[src/sv/tkpd_div.sv]
// ----------------------------------------------------------------------------
// tkpd_div: unsigned restoring divider
// Produces one quotient bit per cycle; done pulses when the quotient is ready.
// ----------------------------------------------------------------------------
module tkpd_div #(
    parameter int NUM_W = 60,
    parameter int DEN_W = 33
) (
    input  logic             clk,
    input  logic             rst_n,
    input  logic             start,
    input  logic [NUM_W-1:0] num,
    input  logic [DEN_W-1:0] den,
    output logic             done,
    output logic [NUM_W-1:0] quo
);

    localparam int CNT_W = (NUM_W > 1) ? $clog2(NUM_W) : 1;

    logic [DEN_W-1:0] rem_reg;
    logic [DEN_W-1:0] den_reg;
    logic [NUM_W-1:0] quo_reg;
    logic [CNT_W-1:0] cnt_reg;
    logic             busy_reg;
    logic             done_reg;

    logic [DEN_W:0]   rem_sh;
    logic [DEN_W+1:0] diff;
    logic             ge;

    assign rem_sh = {rem_reg, quo_reg[NUM_W-1]};
    assign diff   = {1'b0, rem_sh} - {2'b00, den_reg};
    assign ge     = ~diff[DEN_W+1];

    always_ff @(posedge clk or negedge rst_n)
    begin
        if (!rst_n)
        begin
            busy_reg <= 1'b0;
            done_reg <= 1'b0;
            cnt_reg  <= '0;
        end
        else
        begin
            done_reg <= 1'b0;
            if (start)
            begin
                busy_reg <= 1'b1;
                cnt_reg  <= CNT_W'(NUM_W - 1);
            end
            else if (busy_reg)
            begin
                if (cnt_reg == '0)
                begin
                    busy_reg <= 1'b0;
                    done_reg <= 1'b1;
                end
                else
                begin
                    cnt_reg <= cnt_reg - 1'b1;
                end
            end
        end
    end

    always_ff @(posedge clk)
    begin
        if (start)
        begin
            rem_reg <= '0;
            den_reg <= den;
            quo_reg <= num;
        end
        else if (busy_reg)
        begin
            rem_reg <= ge ? diff[DEN_W-1:0] : rem_sh[DEN_W-1:0];
            quo_reg <= {quo_reg[NUM_W-2:0], ge};
        end
    end

    assign done = done_reg;
    assign quo  = quo_reg;

endmodule

[config.mk]
export PLATFORM = sky130hd
export DESIGN_NAME = tkpd_div
export DESIGN_NICKNAME = d
export VERILOG_FILES = /design/src/sv/tkpd_div.sv
export SDC_FILE = /design/constraint.sdc
export NUM_CORES = 1
export LEC_CHECK = 0
export BUFFER_PORTS_ARGS = -buffer_cell sky130_fd_sc_hd__buf_2
export CAP_MARGIN = 20
export CORE_UTILIZATION = 50
export DETAILED_ROUTE_END_ITERATION = 10
export PLACE_DENSITY = 0.75
export SLEW_MARGIN = 25
export SYNTH_ARGS = -nofsm -noshare
export SYNTH_HDL_FRONTEND = slang
export SYNTH_SLANG_ARGS = --single-unit
[constraint.sdc]
create_clock -name clk -period 3.3 [get_ports clk]
set_clock_uncertainty 0.15 [all_clocks]
set_input_delay 0.495 -clock clk [delete_from_list [all_inputs] [get_ports clk]]
set_output_delay 0.495 -clock clk [all_outputs]
set_load 0.005 [all_outputs]
# ---- After elaboration in Yosys (flattened, before gate mapping)
# Index checks and enable logic that the tools add are counted.
# Widths: inputs -> output; s select.
dict set report word_totals {
  latchBits 0
  ramBits 0
  out_inout_bits 61
  memories 0
  ff_bits 134
  mem_bits_ro 0
}
dict set report classes {
  eq_ne 1
  multipliers 0
  n_mux 12
  add_sub_neg 2
  n_reduce_logical 3
  div_mod_pow 0
  n_bitwise 1
  magnitude_cmp 0
  shifts 0
}
# op n
set ops {}
lappend ops {{$mux 60} 2}
lappend ops {{$sub 34x33->35} 1}
lappend ops {{$mux 33} 1}
lappend ops {{$mux 6} 3}
lappend ops {{$logic_not 6->1} 1}
lappend ops {{$mux 1} 6}
lappend ops {{$sub 6x1->6 const B} 1}
lappend ops {{$ne 2x2->1 const B} 1}
lappend ops {{$reduce_and 2->1} 1}
lappend ops {{$reduce_bool 2->1} 1}
lappend ops {{$not 1->1} 1}

# ---- Longest topological paths before layout
# Gate-level depths: netlist of the first run.
dict set report depth {
  word_depth 4
  depth_mapped 14
  ltp_nobuf 13
}

# ---- Worst setup path before layout of the first run
# No wires, ideal clock.
dict set report synth_path {
  path_kind {register -> register}
  from {register quo_reg[59] (netlist: quo[59])}
  to {register rem_reg[32]}
  setup_ps 95
  required_ps 3055
  arrival_time_ps 2890
  setup_slack_ps 165
  path_stages_with_launch 14
  cell_sequence {edfxtp_1 > inv_1 > ha_1 > inv_1 > fa_1 > a21o_1 > a221oi_2 > a2bb2oi_1 > a211oi_1 > o21ai_2 > nand2_1 > a21oi_1 > mux2_2 > a221oi_1}
}
dict set report synth_between {
  elab_chain_len 2
}
# item line_no
set synth_lines {}
lappend synth_lines {{start: declaration} 22} ;# logic [NUM_W-1:0] quo_reg;
lappend synth_lines {{start signal: assignment} 72} ;# quo_reg <= num;
lappend synth_lines {{start signal: assignment} 77} ;# quo_reg <= {quo_reg[NUM_W-2:0], ge};
lappend synth_lines {{$sub 34x33->35} 32} ;# assign diff = {1'b0, rem_sh} - {2'b00, den_reg};
lappend synth_lines {{$mux 33} 76} ;# rem_reg <= ge ? diff[DEN_W-1:0] : rem_sh[DEN_W-1:0];
lappend synth_lines {{end signal: assignment} 76}
lappend synth_lines {{end: declaration} 20} ;# logic [DEN_W-1:0] rem_reg;
# No other way between the ends.
# A chain may end at the register's enable or synchronous reset.

# ---- Worst setup path after layout of the first run
dict set report layout_path {
  from {register quo_reg[59] (netlist: quo[59])}
  to {register rem_reg[3]}
}
# The elaborated chain is that of the path after synthesis.

==> metrics.txt, run 1 <==
CTS Root Cell clkbuf_16; input/output buffers ~160; final period utilization approximately 97%; WL/cell about 16 µm; DIE WIDTH 121.2 µm; hold endpoint den_reg[9]$_DFFE_PP_; setup ws final 0.08500 ns; CTS Buf Count 17; Synth Instances slightly above 600; worst path cell trace inv_2 > ha_4 > inv_2 > fa_2 > a21o_1 > a221oi_2 > a2bb2oi_2 > a211oi_2 > o21ai_2 > buf_6 > a31oi_4 > buf_12 > mux2i_1 > a211oi_1; Total GRT Usage 22.15%; pwr/cell area about 490 nW/µm²; part of the power in registers 45.2%; Die Area around 15,000 µm²; critical path required time between 3 and 4 ns; delay-heaviest family, CP compound AO/OA/AOI/OAI gates; internal power 3.371 mW; CORE AREA about 14,000 µm²; Yosys top cell by area edfxtp_1; FF-to-FF Start quo[59]$_DFFE_PP_; total of max-cap violations 0; Nets roughly 930; FF-to-FF path depth 14; flop2flop setup slack roughly 0.085 ns; outcome finished, final reports clean; Sw Pwr between 1 and 1.5 mW; Syn-to-layout area delta 25.19%; DRC Markers 0; routability cong. 0.8888; GR Overflow Total 0; most frequent cells in the layout 155 x buf_2, 93 x edfxtp_1, 60 x mux2_2, 44 x nor2_1, 42 x inv_1; Clock Latency Late Sink ~0.42 ns; detailed-route wire length approximately 16,000 µm; fmax 311.0 MHz; htree depth 4; Critical Path Source Type flip-flop; cell area after synthesis approximately 7100 µm²; Sink Count ~130; Setup Viol. Count Final 0; largest net degree at the start of global routing 65; Yosys Warn Count 0; Clock transition at path regs roughly 0.060 ns; Crit-path slowest cell edfxtp_1; power share of the clock group between 40% and 50%; Worst Path Arrival 3.39 ns; R2R Path End rem_reg[3]$_SDFFE_PP0P_; IO Pins approximately 160; first drt pass iteration count 5; Post-Syn Area per Cell ~11 µm²; Largest stage delay, worst path slightly below 0.4 ns; Final Hold Viols 0; asr flop ratio synth under 10%; maximum vdd drop between 0.3 and 0.4 mV; most common cell after layout, fill and taps aside buf_2; RSZ-0062 raised after global routing yes; Primary FF master, synth edfxtp_1; Starting Density slightly above 50%; worst min-delay path class input port to flip-flop; Net Count, Synth 755; Iter 0 DRT Violations ~320; ratio of cells with drive above 1 in the final layout a little over a third; switch share a little under a quarter; hold wc startpoint den[9]; area share of the largest cell type after synthesis around two fifths; max-slew violations 0; global-route wire length before repair approximately 25,000 µm; Final Critical Period roughly 3.2 ns; ANT nets after route 0; Post-DP HPWL approximately 11,000 µm; Diodes inserted 0; P_leak 3.795 nW; Worst Setup Path Type flip-flop to flip-flop; EDFF count, synth 93; synth unique cells between 50 and 60; Max clock buf depth 2; CP bufs+invs 4; placed cells 946; Yosys reg bits 134; most frequent CP cell inv_2; Die Y ~120 µm; max_slew headroom between 40 and 50%; vias in the first global route 5,377; CTS tree built; largest cells by area after synthesis edfxtp_1 39%, mux2_2 9.5%, dfxtp_1 9.3%; setup slack at placement between 0.008 and 0.009 ns; routed vias around 5.5k; sequential area share after synthesis roughly half; vias per cell about 5.5; slew at the pin with the worst max-slew slack a little over 0.8 ns; Final Instance Count excl. Fillers between 900 and 1k; Gate power share between 10% and 20%; initial antenna violation count 1; Worst Path Max Fanout 7; Hold Crit Depth 1; endpoint type of the worst setup path flip-flop; row cnt 43; max reg flops 60
final cells by class:
cell class              instances  area (µm²)
inverters                      45       168.9
well taps                     180       225.2
clock buffers                  19       432.9
clock inverters                13       171.4
repair buffers                178        1008
multi-input cells             419        3237
flip-flops and latches        134        3654
fillers                      1103        4984
synth_stat cells (8+ instances only):
library cell  count
edfxtp_1         93
dfrtp_1           8
mux2i_1          24
nand2_1          35
a31oi_1           8
a21oi_1          32
nand2b_1         12
xor2_1           14
clkbuf_1         21
ha_1             35
a21o_1           10
nor3_1            8
a211oi_1         22
xnor2_1          18
inv_1            45
mux2_2           60
o21ai_0          26
dfxtp_1          33
nor2_1           44
cells by family after synthesis:
| kind of cell | after synthesis | share of synthesized area, % |
|---|---|---|
| flip-flops | 134 | 51.41 |
| buffers and inverters | 72 | 4.032 |
| AND/OR/NAND/NOR | 130 | 8.504 |
| AO/OA/AOI/OAI | 135 | 12.78 |
| adder cells (fa/ha/maj) | 36 | 6.444 |
| XOR/XNOR | 32 | 3.944 |
| multiplexers | 84 | 12.89 |
worst register-to-register path: stages, from the launching register on:
cell and delay [ns]:
edfxtp_1 0.39, inv_2 0.09, ha_4 0.13, inv_2 0.03, fa_2 0.36, a21o_1 0.21
a221oi_2 0.32, a2bb2oi_2 0.22, a211oi_2 0.10, o21ai_2 0.22, buf_6 0.14, a31oi_4 0.17
buf_12 0.25, mux2i_1 0.12, a211oi_1 0.23
metal layers:
layer	global-route usage [%]	vias up	share of wire [%]
li1	-	2633	-
met1	25.56	2604	41
met2	37.96	205	49
met3	7.989	24	7.4
met4	7.330	2	1.8
met5	0	-	0.11
through the flow:
| stage | hold WS (ns) | area [µm²] | TNS [ns] | power, mW | util, % |
|---|---|---|---|---|---|
| floorplan | 0.04941 | 7107 | 0 | 2.270 | - |
| global placement | 0.1880 | 8128 | 0 | 2.461 | 58.55 |
| detailed placement | 0.1909 | 8128 | 0 | 2.476 | 58.55 |
| CTS | 0.07798 | 8742 | 0 | 4.420 | 62.98 |
| global route | 0.07106 | 8897 | -1.089 | 4.558 | 64.10 |
| finish | 0.09542 | 8897 | 0 | 4.392 | 64.10 |
worst max-delay path by stage:
stage / from / end / slack, ns / cells past startpoint
floorplan: quo[59]$_DFFE_PP_ / rem_reg[32]$_SDFFE_PP0P_ / 0.16 / 13
CTS: quo[59]$_DFFE_PP_ / rem_reg[8]$_SDFFE_PP0P_ / 0.001 / 13
global placement: quo[59]$_DFFE_PP_ / rem_reg[20]$_SDFFE_PP0P_ / 0.11 / 13
global route: quo[59]$_DFFE_PP_ / rem_reg[12]$_SDFFE_PP0P_ / -0.07 / 14
finish: quo[59]$_DFFE_PP_ / rem_reg[3]$_SDFFE_PP0P_ / 0.09 / 14
detailed placement: quo[59]$_DFFE_PP_ / rem_reg[14]$_SDFFE_PP0P_ / 0.009 / 13
power groups by stage:
stage,Sequential [mW],Combinational [mW],Clock (mW)
detailed placement,2.02,0.458,0
finish,1.99,0.464,1.94
floorplan,2.02,0.254,0
global placement,2.02,0.446,0
CTS,1.99,0.461,1.97
global route,2.00,0.510,2.05
repair_timing:
action                                  in CTS  in global routing
hold buffers                                 1                  0
setup buffers                                0                  6
endpoints found under the setup margin       0                 32
hold endpoints to repair                     8                  0
resized for setup                            0                 14
(Power assumes the default switching activity.)
==> inputs of run 2 (changes only) <==
--- a/config.mk
+++ b/config.mk
@@ -7,7 +7,9 @@
 export LEC_CHECK = 0
 export BUFFER_PORTS_ARGS = -buffer_cell sky130_fd_sc_hd__buf_2
 export CAP_MARGIN = 20
-export CORE_UTILIZATION = 50
+export CELL_PAD_IN_SITES_DETAIL_PLACEMENT = 0
+export CELL_PAD_IN_SITES_GLOBAL_PLACEMENT = 1
+export CORE_UTILIZATION = 39
 export DETAILED_ROUTE_END_ITERATION = 10
 export PLACE_DENSITY = 0.75
 export SLEW_MARGIN = 25
==> metrics.txt, run 2 (synthesis results as in run 1) <==
outcome finished, final reports clean (unchanged); fmax 313.5 MHz (was 311.0 MHz); final period utilization 96.65% (was 97.42%); Total GRT Usage 19.05% (was 22.15%); crit path from quo[59]$_DFFE_PP_ (unchanged); vias in the first global route 5,492 (was 5,377); IO Pins 157 (unchanged); max reg flops 60 (unchanged); Clock Latency Late Sink 0.43 ns (was 0.42 ns); routability cong. 0.8466 (was 0.8888); initial antenna violation count 0 (was 1); worst min-delay path class input port to flip-flop (unchanged); max-slew violations 0 (unchanged); Iter 0 DRT Violations 298 (was 321); Final Critical Period 3.189 ns (was 3.215 ns); Post-DP HPWL 12,330 µm (was 11,190 µm); P_leak 3.806 nW (was 3.795 nW); Max clock buf depth 2 (unchanged); flop2flop setup slack 0.11 ns (was 0.09 ns); WL/cell 16.85 µm (was 16.29 µm); CTS Buf Count 17 (unchanged); R2R Path End rem_reg[28]$_SDFFE_PP0P_ (was rem_reg[3]$_SDFFE_PP0P_); Worst Path Max Fanout 7 (unchanged); Die Area 18,770 µm² (was 14,690 µm²); Clock transition at path regs 0.07 ns (was 0.06 ns); Sink Count 134 (unchanged); max_slew headroom 56.98% (was 44.41%); Die Y 137.0 µm (was 121.2 µm); Setup Viol. Count Final 0 (unchanged); Syn-to-layout area delta 26.51% (was 25.19%); most frequent cells in the layout 155 x buf_2, 93 x edfxtp_1, 60 x mux2_2, 44 x nor2_1, 42 x inv_1 (unchanged); maximum vdd drop 0.3466 mV (was 0.3933 mV); TNS Setup 0 ns (unchanged); number of fill cells 1,640 (was 1,103); slew at the pin with the worst max-slew slack 0.6404 ns (was 0.8274 ns); global-route wire length before repair 27,100 µm (was 25,190 µm); Diodes inserted 0 (unchanged); CTS Root Cell clkbuf_16 (unchanged); Nets 929 (was 927); endpoint type of the worst setup path flip-flop (unchanged); CTS tree built (unchanged); Worst Path Arrival 3.33 ns (was 3.39 ns); WHS 0.08441 ns (was 0.09542 ns); Worst Setup Path Type flip-flop to flip-flop (unchanged); row cnt 48 (was 43); pwr/cell area 475.3 nW/µm² (was 493.7 nW/µm²); CP endpoint rem_reg[28]$_SDFFE_PP0P_ (was rem_reg[3]$_SDFFE_PP0P_); most common cell after layout, fill and taps aside buf_2 (unchanged); total of max-cap violations 0 (unchanged); CORE AREA 17,540 µm² (was 13,880 µm²); routed vias 5,406 (was 5,468); FF-to-FF Start quo[59]$_DFFE_PP_ (unchanged); RSZ-0062 raised after global routing yes (unchanged); FF-to-FF path depth 14 (unchanged); detailed-route wire length 17,440 µm (was 16,090 µm); ANT nets after route 0 (unchanged); DRC Markers 0 (unchanged); Starting Density 40.53% (was 51.20%); Final Hold Viols 0 (unchanged); critical path required time 3.44 ns (was 3.48 ns); input/output buffers 156 (unchanged); largest net degree at the start of global routing 53 (was 65); ratio of cells with drive above 1 in the final layout 35.80% (was 34.90%); Critical Path Source Type flip-flop (unchanged); first drt pass iteration count 4 (was 5); GR Overflow Total 0 (unchanged); htree depth 4 (unchanged); vias per cell 5.223 (was 5.534); DIE WIDTH 137.0 µm (was 121.2 µm); hold wc startpoint den[5] (was den[9])
run 2: power breakdown:
| part | internal [mW] | switching (mW) |
|---|---|---|
| sequential | 1.93 | 0.0581 |
| combinational | 0.245 | 0.232 |
| clock | 1.04 | 0.767 |
run 2: what timing repair did:
item | CTS | global route
resized for setup | 1 | 21
endpoints found under the setup margin | 13 | 32
setup buffers | 3 | 3
pin swaps | 2 | 31
hold endpoints to repair | 8 | 0
gates cloned | 1 | 2
hold buffers | 1 | 0
run 2: metrics by stage:
step / worst slack, ns / utilization [%] / cells / total power [mW] / area, µm²
global route: -0.07928 / 51.27 / 1035 / 4.445 / 8991
CTS: 0.007220 / 50.36 / 1030 / 4.312 / 8831
finish: 0.1106 / 51.27 / 1035 / 4.273 / 8991
detailed placement: -0.03242 / 46.83 / 993 / 2.486 / 8212
floorplan: 0.1650 / - / 623 / 2.270 / 7107
global placement: 0.08645 / 46.83 / 993 / 2.474 / 8212
run 2: final cells by class:
class | count | area [µm²] | area share [%]
sequential | 134 | 3654 | 40.63
multi-input combinational | 418 | 3269 | 36.36
timing repair buffer | 181 | 1062 | 11.81
clock buffer | 18 | 429.2 | 4.773
tap | 225 | 281.5 | 3.131
inverter | 45 | 168.9 | 1.879
clock inverter | 14 | 126.4 | 1.406
run 2: per-layer routing:
metal | share of wire (%) | wire length, µm | track usage (%) | vias up
li1 | - | - | - | 2643
met3 | 7.6 | 1331 | 6.889 | 29
met2 | 47 | 8159 | 30.81 | 173
met1 | 44 | 7597 | 22.60 | 2561
met4 | 2.0 | 348 | 8.486 | 0
met5 | 0 | 0 | 0 | -
run 2: worst min path at each step:
stage	endpoint	slack, ns	cells after the start
after floorplan	busy_reg$_DFF_PN0_	0.05	0
after global placement	cnt_reg[5]$_DFFE_PN0P_	0.19	1
after detailed placement	cnt_reg[3]$_DFFE_PN0P_	0.19	1
after CTS	den_reg[5]$_DFFE_PP_	0.07	1
after global routing	den_reg[5]$_DFFE_PP_	0.07	1
final	den_reg[5]$_DFFE_PP_	0.08	1
run 2: critical path: stages, from the launching register on:
cell,delay (ns)
edfxtp_1,0.39
inv_2,0.10
ha_4,0.13
inv_2,0.04
fa_2,0.36
a21o_1,0.24
a221oi_4,0.30
a2bb2oi_2,0.19
a211oi_2,0.11
o21ai_2,0.22
a31oi_4,0.27
buf_12,0.25
o311a_1,0.11
a22oi_2,0.12
o22ai_1,0.08
